## src/tccw_pkg.sv

```systemverilog
package tccw_pkg;

  // Screen geometry limits
  localparam int MAX_COLUMNS = 80;
  localparam int MAX_ROWS    = 25;
  localparam int STORE_DEPTH = MAX_COLUMNS * MAX_ROWS;

  // Widths
  localparam int ADDR_W   = $clog2(STORE_DEPTH);
  localparam int IDX_W    = 11;
  localparam int CELL_W   = 16;
  localparam int CHAR_W   = 8;
  localparam int COLOR_W  = 8;
  localparam int COL_W    = $clog2(MAX_COLUMNS);
  localparam int ROW_W    = $clog2(MAX_ROWS);
  localparam int NC_W     = $clog2(MAX_COLUMNS + 1);
  localparam int NR_W     = $clog2(MAX_ROWS + 1);
  localparam int PROD_W   = ROW_W + NC_W;
  localparam int CFG_COLS_W = 7;
  localparam int CFG_ROWS_W = 5;
  localparam int CFG_DATA_W = 8;
  localparam int CFG_IDX_W  = 2;

  // Register indexes
  localparam logic [CFG_IDX_W-1:0] CFG_COLUMNS    = 2'd0;
  localparam logic [CFG_IDX_W-1:0] CFG_ROWS       = 2'd1;
  localparam logic [CFG_IDX_W-1:0] CFG_TEXT_COLOR = 2'd2;

  localparam logic [CFG_COLS_W-1:0] COLUMNS_RST = 7'd80;
  localparam logic [CFG_ROWS_W-1:0] ROWS_RST    = 5'd25;
  localparam logic [COLOR_W-1:0]    COLOR_RST   = 8'd7;

  // Actions and special characters
  localparam logic ACT_PUT  = 1'b0;
  localparam logic ACT_READ = 1'b1;

  localparam logic [CHAR_W-1:0] CHAR_NEWLINE   = 8'd10;
  localparam logic [CHAR_W-1:0] CHAR_BACKSPACE = 8'd8;
  localparam logic [CHAR_W-1:0] CHAR_SPACE     = 8'd32;

  localparam logic [CELL_W-1:0] RESET_CELL = {COLOR_RST, CHAR_SPACE};

  typedef struct packed {
    logic              action;
    logic [CHAR_W-1:0] char_code;
    logic [IDX_W-1:0]  read_index;
  } in_item_t;

  typedef struct packed {
    logic [IDX_W-1:0]  cursor_position;
    logic [CELL_W-1:0] read_value;
    logic              scrolled;
  } out_item_t;

  typedef struct packed {
    logic [NC_W-1:0]    nc;
    logic [NR_W-1:0]    nr;
    logic [COLOR_W-1:0] color;
  } geom_t;

  typedef struct packed {
    logic              en;
    logic [ADDR_W-1:0] addr;
    logic [CELL_W-1:0] data;
  } mem_wr_t;

  typedef struct packed {
    logic              en;
    logic [ADDR_W-1:0] addr;
  } mem_rd_t;

  typedef enum logic [2:0] {
    S_CLEAR,
    S_IDLE,
    S_EXEC,
    S_SCROLL,
    S_FLUSH,
    S_OUT
  } state_e;

endpackage

```

## src/tccw_ctrl.sv

```systemverilog
module tccw_ctrl (
  input  logic                        clk_i,
  input  logic                        rst_ni,
  input  tccw_pkg::geom_t             geom_i,
  input  logic                        in_valid_i,
  input  tccw_pkg::in_item_t          in_item_i,
  output logic                        in_stall_o,
  output logic                        out_valid_o,
  output tccw_pkg::out_item_t         out_item_o,
  input  logic                        out_stall_i,
  output tccw_pkg::mem_wr_t           mem_wr_o,
  output tccw_pkg::mem_rd_t           mem_rd_o,
  input  logic [tccw_pkg::CELL_W-1:0] mem_rdata_i
);

  tccw_pkg::state_e state_q, state_d;

  logic [tccw_pkg::ROW_W-1:0]  row_q, row_d;
  logic [tccw_pkg::COL_W-1:0]  col_q, col_d;
  logic                        act_q, act_d;
  logic [tccw_pkg::CHAR_W-1:0] ch_q, ch_d;
  logic                        oob_q, oob_d;
  logic [tccw_pkg::ADDR_W-1:0] cnt_q, cnt_d;
  logic [tccw_pkg::ADDR_W-1:0] copy_len_q, copy_len_d;
  logic                        pend_q, pend_d;
  logic [tccw_pkg::ADDR_W-1:0] pend_addr_q, pend_addr_d;
  logic                        pend_fill_q, pend_fill_d;
  tccw_pkg::out_item_t         res_q, res_d;
  logic                        out_valid_q, out_valid_d;
  tccw_pkg::out_item_t         out_q, out_d;

  logic accept, out_free;

  // Start-of-item cursor clamp
  logic [tccw_pkg::COL_W-1:0] col_cl;
  logic [tccw_pkg::ROW_W-1:0] row_cl;

  // Execute-cycle datapath
  logic                         is_nl, is_bs, is_put, advance;
  logic [tccw_pkg::COL_W-1:0]   col_w, col_start, col_n;
  logic [tccw_pkg::ROW_W-1:0]   row_n;
  logic [tccw_pkg::NC_W-1:0]    col_inc;
  logic [tccw_pkg::NR_W-1:0]    row_inc;
  logic                         wrap, scroll;
  logic [tccw_pkg::PROD_W-1:0]  base_prod, pos_prod;
  logic [tccw_pkg::ADDR_W-1:0]  put_addr;
  tccw_pkg::out_item_t          exec_res;

  // Scroll pass
  logic                         copy_cell, scroll_last;
  logic [tccw_pkg::CELL_W-1:0]  blank_cell;

  assign accept   = in_valid_i && !in_stall_o;
  assign out_free = !out_valid_q || !out_stall_i;

  assign col_cl = (tccw_pkg::NC_W'(col_q) >= geom_i.nc) ?
                  tccw_pkg::COL_W'(geom_i.nc - 1'b1) : col_q;
  assign row_cl = (tccw_pkg::NR_W'(row_q) >= geom_i.nr) ?
                  tccw_pkg::ROW_W'(geom_i.nr - 1'b1) : row_q;

  assign is_put = (act_q == tccw_pkg::ACT_PUT);
  assign is_nl  = is_put && (ch_q == tccw_pkg::CHAR_NEWLINE);
  assign is_bs  = is_put && (ch_q == tccw_pkg::CHAR_BACKSPACE);
  assign advance = is_put && !is_bs;

  assign col_w     = (is_bs && col_q != '0) ? col_q - 1'b1 : col_q;
  assign col_start = is_nl ? tccw_pkg::COL_W'(geom_i.nc - 1'b1) : col_q;
  assign col_inc   = tccw_pkg::NC_W'(col_start) + 1'b1;
  assign wrap      = advance && (col_inc == geom_i.nc);
  assign row_inc   = tccw_pkg::NR_W'(row_q) + 1'b1;
  assign scroll    = wrap && (row_inc == geom_i.nr);

  always_comb begin
    if (wrap) begin
      col_n = '0;
      row_n = scroll ? row_q : tccw_pkg::ROW_W'(row_inc);
    end else if (advance) begin
      col_n = tccw_pkg::COL_W'(col_inc);
      row_n = row_q;
    end else begin
      col_n = col_w;
      row_n = row_q;
    end
  end

  assign base_prod = tccw_pkg::PROD_W'(row_q) * tccw_pkg::PROD_W'(geom_i.nc);
  assign pos_prod  = tccw_pkg::PROD_W'(row_n) * tccw_pkg::PROD_W'(geom_i.nc);
  assign put_addr  = tccw_pkg::ADDR_W'(base_prod) + tccw_pkg::ADDR_W'(col_w);

  always_comb begin
    exec_res.cursor_position = tccw_pkg::IDX_W'(pos_prod) + tccw_pkg::IDX_W'(col_n);
    exec_res.read_value      = (!is_put && !oob_q) ? mem_rdata_i : '0;
    exec_res.scrolled        = scroll;
  end

  assign blank_cell  = {geom_i.color, tccw_pkg::CHAR_SPACE};
  assign copy_cell   = cnt_q < copy_len_q;
  assign scroll_last = cnt_q == (copy_len_q + tccw_pkg::ADDR_W'(geom_i.nc) - 1'b1);

  // Next state
  always_comb begin
    state_d = state_q;
    unique case (state_q)
      tccw_pkg::S_CLEAR: begin
        if (int'(cnt_q) == tccw_pkg::STORE_DEPTH - 1) state_d = tccw_pkg::S_IDLE;
      end
      tccw_pkg::S_IDLE: begin
        if (accept) state_d = tccw_pkg::S_EXEC;
      end
      tccw_pkg::S_EXEC: begin
        if (scroll)        state_d = tccw_pkg::S_SCROLL;
        else if (out_free) state_d = tccw_pkg::S_IDLE;
        else               state_d = tccw_pkg::S_OUT;
      end
      tccw_pkg::S_SCROLL: begin
        if (scroll_last) state_d = tccw_pkg::S_FLUSH;
      end
      tccw_pkg::S_FLUSH: begin
        state_d = out_free ? tccw_pkg::S_IDLE : tccw_pkg::S_OUT;
      end
      tccw_pkg::S_OUT: begin
        if (out_free) state_d = tccw_pkg::S_IDLE;
      end
      default: state_d = tccw_pkg::S_IDLE;
    endcase
  end

  // Datapath and memory control
  always_comb begin
    row_d       = row_q;
    col_d       = col_q;
    act_d       = act_q;
    ch_d        = ch_q;
    oob_d       = oob_q;
    cnt_d       = cnt_q;
    copy_len_d  = copy_len_q;
    pend_d      = pend_q;
    pend_addr_d = pend_addr_q;
    pend_fill_d = pend_fill_q;
    res_d       = res_q;
    out_d       = out_q;
    out_valid_d = out_valid_q && out_stall_i;
    mem_wr_o    = '0;
    mem_rd_o    = '0;

    unique case (state_q)
      tccw_pkg::S_CLEAR: begin
        mem_wr_o.en   = 1'b1;
        mem_wr_o.addr = cnt_q;
        mem_wr_o.data = tccw_pkg::RESET_CELL;
        cnt_d         = cnt_q + 1'b1;
      end
      tccw_pkg::S_IDLE: begin
        if (accept) begin
          act_d = in_item_i.action;
          ch_d  = in_item_i.char_code;
          oob_d = int'(in_item_i.read_index) >= tccw_pkg::STORE_DEPTH;
          col_d = col_cl;
          row_d = row_cl;
          mem_rd_o.en   = (in_item_i.action == tccw_pkg::ACT_READ) &&
                          (int'(in_item_i.read_index) < tccw_pkg::STORE_DEPTH);
          mem_rd_o.addr = tccw_pkg::ADDR_W'(in_item_i.read_index);
        end
      end
      tccw_pkg::S_EXEC: begin
        mem_wr_o.en   = is_put && !is_nl;
        mem_wr_o.addr = put_addr;
        mem_wr_o.data = {geom_i.color, is_bs ? tccw_pkg::CHAR_SPACE : ch_q};
        col_d = col_n;
        row_d = row_n;
        res_d = exec_res;
        if (scroll) begin
          // cursor sits at column 0 of the last row: its index is the copy length
          copy_len_d = tccw_pkg::ADDR_W'(exec_res.cursor_position);
          cnt_d      = '0;
          pend_d     = 1'b0;
        end else if (out_free) begin
          out_d       = exec_res;
          out_valid_d = 1'b1;
        end
      end
      tccw_pkg::S_SCROLL: begin
        // read cell i+columns and write it to i in the next cycle; past the copy length write blanks
        mem_rd_o.en   = copy_cell;
        mem_rd_o.addr = cnt_q + tccw_pkg::ADDR_W'(geom_i.nc);
        mem_wr_o.en   = pend_q;
        mem_wr_o.addr = pend_addr_q;
        mem_wr_o.data = pend_fill_q ? blank_cell : mem_rdata_i;
        pend_d      = 1'b1;
        pend_addr_d = cnt_q;
        pend_fill_d = !copy_cell;
        cnt_d       = cnt_q + 1'b1;
      end
      tccw_pkg::S_FLUSH: begin
        mem_wr_o.en   = pend_q;
        mem_wr_o.addr = pend_addr_q;
        mem_wr_o.data = pend_fill_q ? blank_cell : mem_rdata_i;
        pend_d        = 1'b0;
        if (out_free) begin
          out_d       = res_q;
          out_valid_d = 1'b1;
        end
      end
      tccw_pkg::S_OUT: begin
        if (out_free) begin
          out_d       = res_q;
          out_valid_d = 1'b1;
        end
      end
      default: ;
    endcase
  end

  always_ff @(posedge clk_i or negedge rst_ni) begin
    if (!rst_ni) begin
      state_q     <= tccw_pkg::S_CLEAR;
      row_q       <= '0;
      col_q       <= '0;
      cnt_q       <= '0;
      pend_q      <= 1'b0;
      out_valid_q <= 1'b0;
    end else begin
      state_q     <= state_d;
      row_q       <= row_d;
      col_q       <= col_d;
      cnt_q       <= cnt_d;
      pend_q      <= pend_d;
      out_valid_q <= out_valid_d;
    end
  end

  always_ff @(posedge clk_i) begin
    act_q       <= act_d;
    ch_q        <= ch_d;
    oob_q       <= oob_d;
    copy_len_q  <= copy_len_d;
    pend_addr_q <= pend_addr_d;
    pend_fill_q <= pend_fill_d;
    res_q       <= res_d;
    out_q       <= out_d;
  end

  assign in_stall_o  = (state_q != tccw_pkg::S_IDLE);
  assign out_valid_o = out_valid_q;
  assign out_item_o  = out_q;

  a_accept_exec: assert property (@(posedge clk_i) disable iff (!rst_ni)
    accept |=> state_q == tccw_pkg::S_EXEC)
    else $error("accepted item not executed next cycle");

  a_cursor_range: assert property (@(posedge clk_i) disable iff (!rst_ni)
    int'(row_q) < tccw_pkg::MAX_ROWS && int'(col_q) < tccw_pkg::MAX_COLUMNS)
    else $error("cursor outside the store");

  a_wr_range: assert property (@(posedge clk_i) disable iff (!rst_ni)
    mem_wr_o.en |-> int'(mem_wr_o.addr) < tccw_pkg::STORE_DEPTH)
    else $error("cell write beyond the store");

  a_rw_distinct: assert property (@(posedge clk_i) disable iff (!rst_ni)
    mem_wr_o.en && mem_rd_o.en |-> mem_wr_o.addr != mem_rd_o.addr)
    else $error("read and write of the same cell in one cycle");

endmodule

```

## config.mk

```make
export PLATFORM = sky130hd
export DESIGN_NAME = tccw_ctrl
export DESIGN_NICKNAME = d
export VERILOG_FILES = /design/src/tccw_pkg.sv /design/src/tccw_ctrl.sv
export SDC_FILE = /design/constraint.sdc
export NUM_CORES = 1
export LEC_CHECK = 0
export BUFFER_PORTS_ARGS = -buffer_cell sky130_fd_sc_hd__buf_2
export CAP_MARGIN = 20
export CORE_UTILIZATION = 54
export CTS_CLUSTER_SIZE = 30
export DETAILED_ROUTE_END_ITERATION = 12
export GPL_TIMING_DRIVEN = 0
export PLACE_DENSITY = 0.78
export SETUP_SLACK_MARGIN = 0.1
export SLEW_MARGIN = 10
export SYNTH_ARGS = -nofsm -noshare
export SYNTH_HDL_FRONTEND = slang
export SYNTH_SLANG_ARGS = --single-unit
```

## constraint.sdc

```tcl
create_clock -name clk_i -period 7.2 [get_ports clk_i]
set_clock_uncertainty 0.05 [all_clocks]
set_input_delay 1.08 -clock clk_i [delete_from_list [all_inputs] [get_ports clk_i]]
set_output_delay 1.08 -clock clk_i [all_outputs]
set_load 0.05 [all_outputs]
```

Yosys cells after proc, flatten, opt, wreduce, memory -nomap -nowiden:

Cells that the tools add are included.

* multiply operators: 2
* equality and inequality tests: 22
* reduce and logical (&&, ||, !) cells: 36
* bitwise gates (word level): 1
* add/sub/neg operators: 11
* mux-type cells: 36
* magnitude comparators: 5

Operators by type and width (number)
* 28-bit 2-to-1 mux: 3
* 28-bit case mux with 3 select lines: 1
* 28-bit case mux with 2 select lines: 1
* 11-bit by 7-bit adder with 11-bit output: 4
* 7-bit 2-to-1 mux: 6
* 16-bit 2-to-1 mux: 2
* 12-bit case mux with 2 select lines: 1
* 5-bit by 7-bit multiplier with 11-bit output: 2
* 11-bit case mux with 2 select lines: 1
* 5-bit 2-to-1 mux: 4
* 3-bit 2-to-1 mux: 6
* 2-bit != test (second input constant): 9
* 3-bit case mux with 6 select lines: 1
* 8-bit by 4-bit equality test with 1-bit output (second input constant): 2
* 7-bit case mux with 2 select lines: 1
* 7-bit by 1-bit subtractor with 7-bit output (second input constant): 2
* 12-bit 2-to-1 mux: 1
* 11-bit by 1-bit adder with 11-bit output (second input constant): 1
* 11-bit equality test: 1
* 11-bit by 7-bit equality test with 1-bit output (second input constant): 1
* 11-bit greater-or-equal comparator (second input constant): 1
* 1-bit logical AND: 11
* 11-bit < comparator: 1
* 11-bit < comparator (second input constant): 1
* other kinds (30): 49

* output and inout bits: 70
* bits in registers: 117
* input port bits: 60

Longest topological paths before layout:

Gate-level depths: netlist (run 1).

* depth after elaboration: 14
* depth in mapped cells: 31
* mapped depth without buffers: 29

Worst setup path before layout (run 1):

No wires, ideal clock.

* path kind: input -> register
* start: input geom_i[13] in the netlist's numbering
* end: register out_q, in the netlist out_item_o[27] (data pin)
* data arrival time: 8256 ps
* data required time: 6889 ps
* stages: 28
* slack: -1367 ps
* path through: buf_2 clkbuf_1 inv_1 ha_1 o21ai_0 ha_1 clkdlybuf4s50_2 nand4_1 a22oi_4 xnor3_1 nor3_4 nand3_2 xnor2_1 nand2_1 fa_1 fa_1 fa_1 inv_1 ha_1 a21oi_1 nor2_1 nor2_1 o21bai_1 a21oi_1 o21ai_0 xnor2_1 mux4_2 a221o_1

RTL lines
* start, declared: RTL line tccw_ctrl.sv:4 `input tccw_pkg::geom_t geom_i,`
* end signal, assigned: RTL line tccw_ctrl.sv:240 `out_q <= out_d;`
* end, declared: RTL line tccw_ctrl.sv:30 `tccw_pkg::out_item_t out_q, out_d;`

==> metrics.md, run 1 <==
| Metric | Value |
|---|---|
| Status | `finished with violations` |
| Violated checks | `setup timing` |
| Fillers | `1468` |
| Largest net degree at the start of global routing | `38` |
| Antenna diodes | `0` |
| RSZ-0062 raised after global routing | `yes` |
| Worst hold path class | `register to register` |
| CTS tree | `done` |
| Initial core utilization | `55.7%` |
| Row count | `50` |
| Vias in the first global route | `~9400` |
| Worst slew margin | `42.0%` |
| CP max stage delay | `0.57 ns` |
| Clk_lat worst skew | `0.43 ns` |
| CTS Buffer Depth | `2` |
| Slew @ Worst Pin | `0.869 ns` |
| Sequential cell area | `3370 um^2` |
| Routed WL | `31100 um` |
| Syn nets | `1338` |
| Syn. warnings | `0` |
| # setup viols final | `1` |
| Final ANT Viol Nets | `0` |
| Hold Buf Count CTS | `0` |
| CP arrival | `7.33 ns` |
| Crit Path Class | `primary input to register` |
| Layout cell share with drive strength beyond 1 | `23.6%` |
| Routed via count | `9402` |
| Clock Tree Root | `clkbuf_16` |
| Main synth FF type | `edfxtp_1` |
| Routed vias/inst | `5.87` |
| Worst setup SP type | `primary input` |
| Clk slew on worst S/H paths | `0.06 ns` |
| Post-synthesis instance total | `1144` |
| Yosys cell types | `81` |
| Overall overflow remaining after global route | `0` |
| Period utilization | `100%` |
| PortBufs | `128` |
| Crit end category | `register` |
| #FFs+latches synth | `between 100 and 150` |
| Detailed Place HPWL | `between 20000 and 25000 um` |
| Max-slew violation count | `0` |
| CTS buffer count | `17` |
| Worst setup margin | `-0.00589 ns` |
| Die area | `20100 um^2` |
| Drt drc | `0` |
| Max-cap violations | `0` |
| Routed WL per cell | `19.4 um` |
| DR iter-0 viols | `844` |
| Async S/R FF share, synth | `23.9%` |
| Post-synthesis sequential area ratio | `roughly a third` |
| CP max stage cell | `fa_1` |
| Hold Fails Final Rpt | `0` |
| Core area | `19000 um^2` |
| Die width | `roughly 140 um` |
| Post-synth EDFFs | `89` |
| Top Family by Delay on Critical Path | `adder cells` |
| Post-layout nets | `1523` |
| Area of the multi-input gates | `6880 um^2` |
| Setup TNS | `-0.00589 ns` |
| H-tree levels | `4` |
| Drt pass-1 iters | `5` |
| CP bufs+invs | `7` |
| Initial antenna violation count | `0` |
| DIE HEIGHT | `142 um` |
| Minimum clock period | `~7 ns` |
| Gpl congestion | `between 0.9 and 1` |
| Utilization of the core after routing | `68.5%` |
| Mean post-synth cell area | `9.24 um^2` |
| Critical Path RT | `roughly 7.3 ns` |
| Post-Syn Area | `10600 um^2` |
| I/O Pins | `130` |
| First-pass GRT wire length | `48400 um` |
| Crit-path max FO | `10` |
| FMAX | `roughly 140 MHz` |
| Area Overhead vs Synth | `22.9%` |
| Total Routing Usage GR | `about a third` |
| Clock sink total | `around 120` |
==> layer usage <==
metal / up-vias / part of all wire (%) / GRT usage [%]
met3: 111 / 8.6 / 8.71
li1: 4309 / - / -
met1: 4518 / 39 / 37.6
met5: - / 0 / 0
met2: 464 / 47 / 52.7
met4: 0 / 5.2 / 17.8
==> flip-flops by register name, summed over array words and instances, names as in the netlist <==
register	count
act_q	1
ch_q	8
cnt_q	11
col_q	7
copy_len_q	11
oob_q	1
out_item_o	28
out_valid_o	1
pend_addr_q	11
pend_fill_q	1
pend_q	1
res_q	28
row_q	5
state_q	3
==> path summary, 6_finish.rpt <==
path	startpoint	to	slack (ns)	cells past startpoint
setup / recovery	geom_i[17]	out_item_o[27]$_DFFE_PP_	-0.006	27
hold / removal	cnt_q[9]$_DFFE_PN0P_	pend_addr_q[9]$_DFFE_PP_	0.44	0
setup reg to reg	ch_q[6]$_DFFE_PP_	out_item_o[27]$_DFFE_PP_	0.07	28
hold reg to reg	cnt_q[9]$_DFFE_PN0P_	pend_addr_q[9]$_DFFE_PP_	0.44	0
max in group asynchronous	rst_ni	cnt_q[3]$_DFFE_PN0P_	5.97	1
min in group asynchronous	rst_ni	col_q[6]$_DFFE_PN0P_	0.65	1
==> layout by cell type, fill, tap and decap left out, types with 18 or more instances in the layout <==
| cell type | instances |
|---|---|
| dfrtp_1 | 28 |
| fa_1 | 42 |
| nand2_1 | 123 |
| edfxtp_1 | 89 |
| clkbuf_1 | 39 |
| xnor2_1 | 49 |
| ha_1 | 83 |
| inv_1 | 112 |
| o21ai_0 | 46 |
| and2_1 | 32 |
| a21oi_1 | 62 |
| mux2i_1 | 23 |
| buf_4 | 33 |
| clkbuf_16 | 18 |
| nor2_1 | 88 |
| xor2_1 | 19 |
| buf_2 | 130 |
| mux2_2 | 20 |
==> cell type report <==
cell class / count / share of cell area (%)
well taps: 260 / 2.50
flip-flops and latches: 117 / 26.0
multi-input cells: 847 / 53.0
clock buffers: 19 / 3.33
plain buffers: 56 / 2.38
clock inverters: 13 / 1.21
inverters: 123 / 3.68
repair buffers: 167 / 7.96
==> logic make-up after synthesis <==
| kind of cell | share of synthesized area [%] |
|---|---|
| simple gates | 16.1 |
| xor+xnor | 6.90 |
| mux | 4.76 |
| fa+ha+maj | 19.0 |
| compound gates | 14.2 |
| flops | 31.9 |
| buf+inv | 7.14 |
==> synthesized netlist by cell type, drive strengths merged (9+ instances only) <==
| library cell | n | area [um^2] |
|---|---|---|
| inv | 120 | 450 |
| a22o | 9 | 80.1 |
| o21ai | 57 | 285 |
| nand2b | 11 | 68.8 |
| a21o | 15 | 113 |
| xnor2 | 58 | 508 |
| buf | 13 | 76.3 |
| mux2i | 24 | 240 |
| nand3 | 19 | 105 |
| nor2 | 90 | 338 |
| edfxtp | 89 | 2670 |
| mux2 | 21 | 240 |
| a31oi | 14 | 87.6 |
| nor2b | 12 | 75.1 |
| ha | 90 | 1130 |
| a21oi | 66 | 330 |
| nor3 | 14 | 86.3 |
| nand2 | 127 | 484 |
| clkbuf | 43 | 205 |
| fa | 44 | 881 |
| dfrtp | 28 | 701 |
| and2 | 36 | 226 |
| o22ai | 9 | 56.3 |
| xor2 | 20 | 175 |
==> through the flow <==
stage | area (um^2) | hold slack (ns) | setup WS, ns | std cells
finish | 13000 | 0.435 | -0.00589 | 1602
global route | 13000 | 0.460 | -0.293 | 1602
CTS | 12800 | 0.438 | -0.0428 | 1591
detailed placement | 11700 | 0.429 | -1.01 | 1534
global placement | 11600 | 0.422 | -0.940 | 1532
floorplan | 10700 | 0.401 | -0.143 | 1144
==> what timing repair did <==
item                                    CTS  global route
buffers inserted                         25            11
pin swaps                                35            27
resized for setup                        54            33
endpoints found under the setup margin   11             7
Power of run 1 is not shown: default switching activity piles up to over one toggle a cycle in this logic, so the estimate is an artifact.
==> run 2, diff against run 1 <==
Settings changed: ABC_AREA set to 1, CAP_MARGIN 20 to unset.
==> run 2 against run 1 <==
  * The flow now finishes without violations
  * Register-to-register slack better by 0.55 ns
  * Hold slack better by 0.0093 ns
  * Flip-flop and latch count did not move
  * Sequential share of layout area is 1.7 points higher
  * Design area is 6.3% lower
  * Area after synthesis decreased by 2.4%
  * Clock-buffer cell count decreased by 2
  * Utilization decreased by 3.4 points
  * Non-clock buffer count is 33 lower
  * Wire length decreased by 3.5%
  * Synthesized cell count up 13%
  * Critical path type unchanged
  * Critical endpoint unchanged
==> metrics.md, run 2 <==
| Metric | Value |
|---|---|
| Status | `finished, final reports clean` |
| Core area | `18700 um^2` |
| Yosys cell types | `55` |
| Cell count along the critical path | `36` |
| Clock Tree Root | `clkbuf_16` |
| Critical Path RT | `about 7.3 ns` |
| CTS Buffer Depth | `2` |
| Die area | `19600 um^2` |
| R2R Path End | `out_item_o[27]$_DFFE_PP_` |
| Worst hold path depth | `0` |
| Die width | `140 um` |
| Hold Buf Count CTS | `0` |
| Minimum clock period | `6.94 ns` |
| H-tree levels | `4` |
| Total Routing Usage GR | `around a third` |
| Mean post-synth cell area | `7.97 um^2` |
| CP max stage delay | `0.55 ns` |
| Commonest non-fill, non-tap cells in the layout | `318 x nand2_1, 210 x inv_1, 133 x buf_2` |
| Overall overflow remaining after global route | `0` |
| Crit Path Class | `primary input to register` |
| Crit-path max FO | `8` |
| Cells after DPL | `1658` |
| Worst hold path class | `register to register` |
| CP max stage cell | `fa_1` |
| Clk_lat worst skew | `0.43 ns` |
| Worst hold start | `cnt_q[9]$_DFFE_PN0P_` |
| Worst R2R Path Depth | `36` |
| Hold Fails Final Rpt | `0` |
| Drt pass-1 iters | `6` |
| CP arrival | `between 7 and 8 ns` |
| Clk slew on worst S/H paths | `~0.050 ns` |
| #FFs+latches synth | `117` |
| Layout cell share with drive strength beyond 1 | `18.2%` |
| Drt drc | `0` |
| Initial core utilization | `55.1%` |
| Pre-CTS WS | `-0.714 ns` |
| Setup slack, reg-to-reg | `0.62 ns` |
| DIE HEIGHT | `140 um` |
| Post-layout nets | `1658` |
| Yosys top cell area share | `25.9%` |
| Max-slew violation count | `0` |
| I/O Pins | `130` |
| Final ANT Viol Nets | `0` |
| Routed vias/inst | `between 5 and 6` |
| Most used cell, CP | `nand2_1` |
| CTS tree | `done` |
| Row count | `50` |
| Largest net degree at the start of global routing | `32` |
| Commonest cells post-synth | `321 x nand2_1, 212 x inv_1, 100 x nor2_1` |
| Non-filler cells, final | `1712` |
| Vias in the first global route | `9140` |
| Routed WL | `30100 um` |
| Post-synthesis instance total | `1293` |
| Post-synthesis sequential area ratio | `between 30% and 40%` |
| Gpl congestion | `0.954` |
| Most frequent cell after synthesis | `nand2_1` |
| Post-Syn Area | `10300 um^2` |
| Area Overhead vs Synth | `18.1%` |
| FMAX | `144 MHz` |
| Hold Path End | `pend_addr_q[9]$_DFFE_PP_` |
| Syn nets | `1487` |
| CP bufs+invs | `7` |
| First-pass GRT wire length | `47400 um` |
| Reg2reg start | `ch_q[2]$_DFFE_PP_` |
| # setup viols final | `0` |
| Detailed Place HPWL | `between 20000 and 25000 um` |
| Dominant cell type by area after synthesis | `edfxtp_1` |
| Worst setup SP type | `primary input` |
| Commonest non-fill, non-tap cell in the layout | `nand2_1` |
| Initial antenna violation count | `0` |
| Async S/R FF share, synth | `23.9%` |
| Top cells by area, synth | `edfxtp_1 26%, nand2_1 12%, ha_1 11%` |
| RSZ-0062 raised after global routing | `no` |
| Post-synth EDFFs | `between 80 and 90` |
| Max-cap violations | `0` |
| Crit end category | `register` |
| PortBufs | `129` |
| Top Family by Delay on Critical Path | `adder cells` |
| Syn. warnings | `0` |
| Slew @ Worst Pin | `~1.2 ns` |
| Clock sink total | `117` |
| Period utilization | `96.5%` |
| Routed WL per cell | `17.6 um` |
| Main synth FF type | `edfxtp_1` |
| Worst setup margin | `approximately 0.26 ns` |
| Routed via count | `9666` |
| CTS buffer count | `17` |
| Worst slew margin | `a little over a fifth` |
| DR iter-0 viols | `971` |
## run 2: cell types whose count changed after synthesis, sizes merged, moves of 24 or more
| cell | before | now |
|---|---|---|
| nand3 | 19 | 70 |
| a21oi | 66 | 39 |
| and2 | 36 | 1 |
| xnor2 | 58 | 10 |
| nand2 | 127 | 335 |
| mux2i | 24 | 0 |
| inv | 120 | 223 |
## run 2: kinds of logic (layout without fill, tap and decap cells)
logic type / count (synthesis) / after routing / synth area share [%]
flops: 117 / 117 / 32.7
other cells: 0 / 1 / 0
xor+xnor: 46 / 46 / 3.98
compound gates: 169 / 169 / 9.99
fa+ha+maj: 134 / 134 / 19.5
simple gates: 564 / 564 / 23.9
buf+inv: 263 / 447 / 9.95
## run 2: repair_timing
action | in CTS | in global routing
pin swaps | 7 | 9
hold endpoints to repair | 0 | 0
setup endpoints to repair | 8 | 10
setup buffers | 15 | 6
cloned | 0 | 0
resized for setup | 14 | 24
## run 2: area by class of cell
class                           instances  area, um^2
Timing Repair Buffer                  152         842
Tap cell                              234         293
Fill cell                            1508        6530
Multi-Input combinational cell        913        6080
Clock inverter                         15         108
Inverter                              225         848
Clock buffer                           17         425
Antenna cell                            1        2.50
Buffer                                 38         201
Sequential cell                       117        3370
## run 2: per-layer routing
layer	vias to the layer above	global-route usage [%]	share of wire, %
met2	552	50.2	45
met5	-	0	0
met4	0	15.2	4.4
li1	4513	-	-
met3	89	6.63	9.8
met1	4512	41.4	41
## run 2: how the worst max path moves through the flow
stage                    start                  endpoint  slack [ns]
floorplan           geom_i[13]  out_item_o[27]$_DFFE_PP_        0.42
global placement    geom_i[14]  out_item_o[27]$_DFFE_PP_       -0.61
detailed placement  geom_i[14]  out_item_o[27]$_DFFE_PP_       -0.71
CTS                 geom_i[13]  out_item_o[27]$_DFFE_PP_        0.10
global route        geom_i[14]  out_item_o[27]$_DFFE_PP_        0.02
finish              geom_i[14]  out_item_o[27]$_DFFE_PP_        0.26
## run 2: per-stage QoR
stage	TNS, ns	hold slack [ns]	instance area (um^2)	util (%)
floorplan	0	0.401	10300	-
global placement	-3.69	0.418	11200	60.1
detailed placement	-4.81	0.428	11300	60.4
CTS	0	0.443	12000	64.3
global route	0	0.455	12200	65.1
finish	0	0.445	12200	65.1
Power of run 2 is left out for the same reason.
